**config.mk**
```make
export PLATFORM = sky130hd
export DESIGN_NAME = hftd_ctrl
export DESIGN_NICKNAME = d
export VERILOG_FILES = /design/src/hw/rtl/assert_macros.svh /design/src/hw/rtl/hftd_pkg.sv /design/src/hw/rtl/hftd_ctrl.sv
export SDC_FILE = /design/constraint.sdc
export NUM_CORES = 1
export LEC_CHECK = 0
export BUFFER_PORTS_ARGS = -buffer_cell sky130_fd_sc_hd__buf_2
export CORE_AREA = 2 2 39 41
export CTS_BUF_LIST = sky130_fd_sc_hd__clkbuf_2
export DETAILED_ROUTE_END_ITERATION = 7
export DIE_AREA = 0 0 41 43
export PLACE_DENSITY = 0.79
export SYNTH_ARGS = -nofsm -noshare
export SYNTH_HDL_FRONTEND = slang
export SYNTH_SLANG_ARGS = --single-unit
export TNS_END_PERCENT = 1
```
**constraint.sdc**
```tcl
create_clock -name i_clk -period 2.05 [get_ports i_clk]
set_input_delay 0.205 -clock i_clk [delete_from_list [all_inputs] [get_ports i_clk]]
set_output_delay 0.205 -clock i_clk [all_outputs]
set_load 0.01 [all_outputs]
```
**src/hw/rtl/assert_macros.svh**
```systemverilog
// Assertion macros used by the RTL datapath. Define ASSERT_OFF to compile them out.
`ifndef ASSERT_MACROS_SVH
`define ASSERT_MACROS_SVH
`ifndef ASSERT_OFF
// Property checked on every rising clock edge outside reset.
`define ASSERT_CLK(lbl, clk, rstn, prop, msg) \
    lbl: assert property (@(posedge clk) disable iff (!rstn) (prop)) else $error(msg);
// Implication whose consequent is checked in the cycle after the antecedent.
`define ASSERT_NEXT(lbl, clk, rstn, ante, cons, msg) \
    lbl: assert property (@(posedge clk) disable iff (!rstn) (ante) |=> (cons)) else $error(msg);
`else
`define ASSERT_CLK(lbl, clk, rstn, prop, msg)
`define ASSERT_NEXT(lbl, clk, rstn, ante, cons, msg)
`endif
`endif

```
**src/hw/rtl/hftd_pkg.sv**
```systemverilog
// ----------------------------------------------------------------------------
// hftd_pkg
// Shared constants and controller/datapath interface types of the decoder.
// ----------------------------------------------------------------------------
package hftd_pkg;

    localparam int ALPHABET_DEF     = 256;
    localparam int WEIGHT_WIDTH_DEF = 40;

    localparam logic [1:0] KIND_HEADER = 2'd0;
    localparam logic [1:0] KIND_ENTRY  = 2'd1;
    localparam logic [1:0] KIND_CODED  = 2'd2;

    typedef struct packed {
        logic hdr;
        logic ent;
        logic scan;
        logic drain;
        logic scan_end;
        logic find;
        logic find_tail;
        logic rem_rd;
        logic rem_wr;
        logic merge;
        logic build_end;
        logic byte_load;
        logic walk;
        logic flush;
    } t_cmd;

    typedef struct packed {
        logic collect;
        logic ent_last;
        logic scan_last;
        logic multi;
        logic find_last;
        logic have_a;
        logic pool_empty;
        logic walk_ok;
        logic walk_end;
        logic flush_done;
    } t_sts;

endpackage

```
**src/hw/rtl/hftd_ctrl.sv**
```systemverilog
// ----------------------------------------------------------------------------
// hftd_ctrl
// Sequencer: input acceptance, tree build steps and the per-bit walk.
// ----------------------------------------------------------------------------
module hftd_ctrl (
    input  logic           i_clk,
    input  logic           i_rst_n,
    input  logic           i_in_valid,
    input  logic [1:0]     i_kind,
    input  hftd_pkg::t_sts i_sts,
    output hftd_pkg::t_cmd o_cmd,
    output logic           o_in_stall
);
    localparam logic [3:0] S_IDLE      = 4'd0;
    localparam logic [3:0] S_SCAN      = 4'd1;
    localparam logic [3:0] S_DRAIN     = 4'd2;
    localparam logic [3:0] S_SCAN_END  = 4'd3;
    localparam logic [3:0] S_FIND      = 4'd4;
    localparam logic [3:0] S_FIND_TAIL = 4'd5;
    localparam logic [3:0] S_REM_RD    = 4'd6;
    localparam logic [3:0] S_REM_WR    = 4'd7;
    localparam logic [3:0] S_MERGE     = 4'd8;
    localparam logic [3:0] S_BUILD_END = 4'd9;
    localparam logic [3:0] S_WALK      = 4'd10;
    localparam logic [3:0] S_FLUSH     = 4'd11;

    logic [3:0] r_state, n_state;

    always_comb begin
        n_state = r_state;
        o_cmd   = '0;
        case (r_state)
            S_IDLE: begin
                if (i_in_valid) begin
                    if (i_kind == hftd_pkg::KIND_HEADER) begin
                        o_cmd.hdr = 1'b1;
                    end else if (i_kind == hftd_pkg::KIND_ENTRY && i_sts.collect) begin
                        o_cmd.ent = 1'b1;
                        if (i_sts.ent_last) n_state = S_SCAN;
                    end else if (i_kind == hftd_pkg::KIND_CODED && i_sts.walk_ok) begin
                        o_cmd.byte_load = 1'b1;
                        n_state = S_WALK;
                    end
                end
            end
            S_SCAN: begin
                o_cmd.scan = 1'b1;
                if (i_sts.scan_last) n_state = S_DRAIN;
            end
            S_DRAIN: begin
                o_cmd.drain = 1'b1;
                n_state = S_SCAN_END;
            end
            S_SCAN_END: begin
                o_cmd.scan_end = 1'b1;
                n_state = i_sts.multi ? S_FIND : S_IDLE;
            end
            S_FIND: begin
                o_cmd.find = 1'b1;
                if (i_sts.find_last) n_state = S_FIND_TAIL;
            end
            S_FIND_TAIL: begin
                o_cmd.find_tail = 1'b1;
                n_state = S_REM_RD;
            end
            S_REM_RD: begin
                o_cmd.rem_rd = 1'b1;
                n_state = S_REM_WR;
            end
            S_REM_WR: begin
                o_cmd.rem_wr = 1'b1;
                n_state = i_sts.have_a ? S_MERGE : S_FIND;
            end
            S_MERGE: begin
                o_cmd.merge = 1'b1;
                n_state = i_sts.pool_empty ? S_BUILD_END : S_FIND;
            end
            S_BUILD_END: begin
                o_cmd.build_end = 1'b1;
                n_state = S_IDLE;
            end
            S_WALK: begin
                o_cmd.walk = 1'b1;
                if (i_sts.walk_end) n_state = S_FLUSH;
            end
            S_FLUSH: begin
                o_cmd.flush = 1'b1;
                if (i_sts.flush_done) n_state = S_IDLE;
            end
            default: n_state = S_IDLE;
        endcase
    end

    assign o_in_stall = (r_state != S_IDLE);

    always_ff @(posedge i_clk) begin
        if (!i_rst_n) r_state <= S_IDLE;
        else          r_state <= n_state;
    end

endmodule

```
Word-level counts from Yosys, hierarchy flattened
Index checks and enable logic that the tools add are counted.

storage, ports and cells
  bits in registers = 4
  input bits = 15
  output and inout bits = 15
  word-level logic and storage cells = 62

cells by class
  eq/ne operators = 21
  muxes and demuxes = 34
  reductions and logical operators = 6

operators by type and width
  cell                  number
  $mux W4               11
  $pmux W4 S11          1
  $mux W1               19
  $eq A4 B3 Y1 const B  4
  $eq A4 B4 Y1 const B  4
  $ne A2 B2 Y1 const B  6
  $eq A4 B2 Y1 const B  2
  $reduce_and A8 Y1     1
  $ne A3 B3 Y1 const B  2
  $eq A4 B1 Y1 const B  1
  $logic_not A4 Y1      1
  $mux W2               2
  $reduce_bool A4 Y1    1
  $mux W3               1
  $eq A2 B1 Y1 const B  1
  $eq A2 B2 Y1 const B  1
  $logic_and A1 B1 Y1   2
  $logic_not A2 Y1      1

Longest topological paths before layout
  depth after elaboration = 7
  gate-level depth with buffers = 6

Worst setup path after synthesis
OpenSTA, ideal clock, no wires.

  kind = reg2out
  start = register r_state[2]
  end = output o_cmd[2] in the netlist's numbering
  arrival = 1.297 ns
  required time = 1.845 ns
  slack = 0.548 ns
  cell stages (with the launch flop) = 7
  buffers on the path = 2
  path through = dfxtp_1 > buf_6 > or2_1 > buf_4 > nor2_4 > nand2_1 > nor3_1

RTL lines
  what                      line             RTL
  start: declaration        hftd_ctrl.sv:27  logic [3:0] r_state, n_state;
  start signal: assignment  hftd_ctrl.sv:98  else r_state <= n_state;
  end: declaration          hftd_ctrl.sv:11  output hftd_pkg::t_cmd o_cmd,

Final worst setup path
  start = register r_state[1]
  end = register r_state[0]

between the ends
  longest elaborated chain between the ends = 3
  elaborated cells on any way between the ends = 21

ends and longest elaborated chain
  what                                                           line             RTL
  $eq A4 B1 Y1 (tied with other cells)                           hftd_ctrl.sv:32  case (r_state)
  $ne A2 B2 Y1 (no source line) or $ne A3 B3 Y1 (tied branches)  -
  $reduce_and A8 Y1 (no source line)                             -

Parallel ways exist; a longest one is shown, timed or not.
A chain may end at the register's enable or synchronous reset.

==> summary.txt <==
Rows: 14
Cells on Worst Hold Path: 2
Slew @ Worst Pin: 0.407 ns
WS Path Type: reg -> reg
fmax: 0.569 GHz
GRT busiest layer: met2
Final WS setup: 0.294 ns
Placed Cells: 108
CTS tree: yes
met1 Usage GRT: 18.6%
post-place setup slack: 0.313 ns
layout cells sized above 1: 45.3%
clk root buf: clkbuf_2
CP startpoint kind: register
clock latency on the worst-skew pair: 0.20 ns
Layout Area Growth over Synthesis: 21.2%
CP arrival: 1.89 ns
via count: 561
Top reg by flops: r_state
setup bufs post-CTS: 0
Cell Area, Synth: 549 µm²
met3 Use GR: 5.24%
antenna cells: 0
Via density: 5.05
post-synth top area share: 14.6%
grt ovf: 0
main combinational cell family by area after synthesis: simple AND/OR/NAND/NOR gates
Synth Flop Type: dfxtp_1
met2 Use GR: 20.3%
first-pass GRT wire length: 1730 µm
Total Neg Setup Slack: 0 ns
fin crit share: 85.7%
Synth Instances: 69
Worst R2R Setup Slack: 0.29 ns
multiplexer share of the synthesized area: 5.47%
sequential-to-total area share from yosys stat: 14.6%
Port Buffer Count: 29
#FFs+latches synth: 4
R2R depth: 4
GRT Total Usage: 13.6%
IO Pins: 30
Worst R2R End: r_state[0]
Post-synth EDFFs: 0
Reg clk slew, reported paths: 0.04 ns
async set-reset flop share out of synthesis: 0%
RSZ-0062 raised after global routing: no
Hold Path End: r_state[2]
synthesized area per cell: 7.96 µm²
starting density of the core: 39.7%
CTS H-tree depth: 1
initial antenna violation count: 0
Ys Warns: 0
Top Registers: r_state x4
Num CTS Buffers: 3
Post-Synth Adder-Cell Area: 0%
GP Congestion: 0.819
drt wl/cell: 10.5 µm
Synth area leader: dfxtp_1
required time of the critical path: 2.18 ns
ranking of synthesized cells by area: dfxtp_1, buf_6, nor2_1
die area: 0.00176 mm²
CTS Sinks: 4
Finished Layout Cells: 111
Final Hold Fails: 0
RR Startpoint: r_state[1]
relative slew slack: 72.9%
Worst Skew: 0.00599 ns
Post-CTS Resized: 0
leak pwr: 0.343 nW
vias in the first global route: 448
post-synthesis xor/xnor area fraction: 0%
Worst Min Path Start: i_rst_n
crit path time final: 1.76 ns
DRT Pass-1 Iters: 4
Synth Area in Simple Gates: 46.9%
Final #Nets: 112
width of the die: 41 µm
pin count of the biggest net entering global routing: 12
total of max-cap violations: 0
height of the die: 43 µm
status: finished clean
CORE AREA: 0.00138 mm²
post-route ant nets: 0
min-delay worst type: in -> reg
max reg flops: 4
Max Root-Sink Buffers: 2
max-slew violation count: 0
Hold-fix buffers, CTS: 0
Peak supply drop: 0.589 mV
critical path capture point type: register
routed wire length: 1170 µm
PwrDens: 958 mW/mm²
final-report setup violation count: 0
Iteration-0 DRC Markers: 11
# DRC: 0
post-synth cell types: 29
Crit Path Max Fanout: 11
Mapped Nets: 84
Compound-Gate Fraction of Synth Area: 20.0%
Post-DP HPWL: 961 µm
[kinds of logic (layout without fill, tap and decap cells)]
family          after synthesis  in the layout
compound gates               11             11
simple gates                 43             43
flops                         4              4
buf+inv                       8             34
mux                           3              3
[area by class of cell]
class	instances	area, µm²
Multi-Input combinational cell	57	398
Clock buffer	3	15.0
Sequential cell	4	80.1
Inverter	2	7.51
Tap cell	16	20.0
Timing Repair Buffer	29	145
Fill cell	138	718
[synth_stat cells (2+ instances only)]
master / count
and3_1: 2
buf_6: 5
dfxtp_1: 4
inv_1: 2
mux2i_1: 3
nand2_1: 9
nor2_1: 14
nor3_1: 4
o21ai_0: 3
o32ai_1: 2
or2_1: 2
or2b_2: 2
[layer usage]
| layer | part of all wire [%] | vias up |
|---|---|---|
| met5 | 0 | - |
| met4 | 0 | 0 |
| met3 | 8.1 | 0 |
| met2 | 43 | 21 |
| met1 | 48 | 243 |
| li1 | - | 297 |
[report_power, final]
group          internal (mW)  switching [mW]
Sequential             0.103          0.0568
Clock                 0.0393          0.0284
Combinational          0.195           0.216
[stage by stage]
stage / hold WS (ns) / power [mW] / util (%) / cell area, µm²
2_1_floorplan: 0.338 / 0.545 / - / 549
3_3_place_gp: 0.498 / 0.565 / 47.0 / 651
3_5_place_dp: 0.499 / 0.572 / 47.0 / 651
4_1_cts: 0.289 / 0.642 / 48.1 / 666
5_1_grt: 0.293 / 0.695 / 48.1 / 666
6_report: 0.300 / 0.638 / 48.1 / 666
[critical path, stage by stage (launching register included)]
cell and delay (ns):
dfxtp_1 0.50, or2_1 0.32, nor3_1 0.11, or4bb_2 0.62, mux2i_1 0.14
[cells in the final DEF (no fill, tap or decap)]
| cell type | count |
|---|---|
| clkbuf_2 | 3 |
| a2111oi_4 | 1 |
| nand2b_2 | 1 |
| a21oi_4 | 1 |
| o31ai_1 | 1 |
| or4bb_1 | 1 |
| dfxtp_1 | 4 |
| o32ai_1 | 2 |
| nor3_4 | 1 |
| inv_1 | 2 |
| and4b_1 | 1 |
| nand2b_1 | 1 |
| nor3_1 | 4 |
| and3b_2 | 1 |
| and3_1 | 2 |
| nand2_1 | 9 |
| buf_2 | 29 |
| or4bb_2 | 1 |
| or2b_2 | 2 |
| mux2i_1 | 3 |
| nor2_1 | 14 |
| nor2_4 | 1 |
| o21ai_2 | 1 |
| o211a_1 | 1 |
| or2_1 | 2 |
| o21ai_0 | 3 |
| or4b_4 | 1 |
| and3b_1 | 1 |
| o211ai_1 | 1 |
[how the worst max path moves through the flow]
stage,from,cells past startpoint,slack (ns),to
final,r_state[1],4,0.29,r_state[0]
after global routing,r_state[1],4,0.18,r_state[0]
after CTS,r_state[2],5,0.30,o_cmd[2]
after detailed placement,r_state[1],4,0.31,r_state[0]
after global placement,r_state[1],4,0.39,r_state[0]
after floorplan,r_state[2],6,0.55,o_cmd[2]
(Power assumes the default switching activity.)
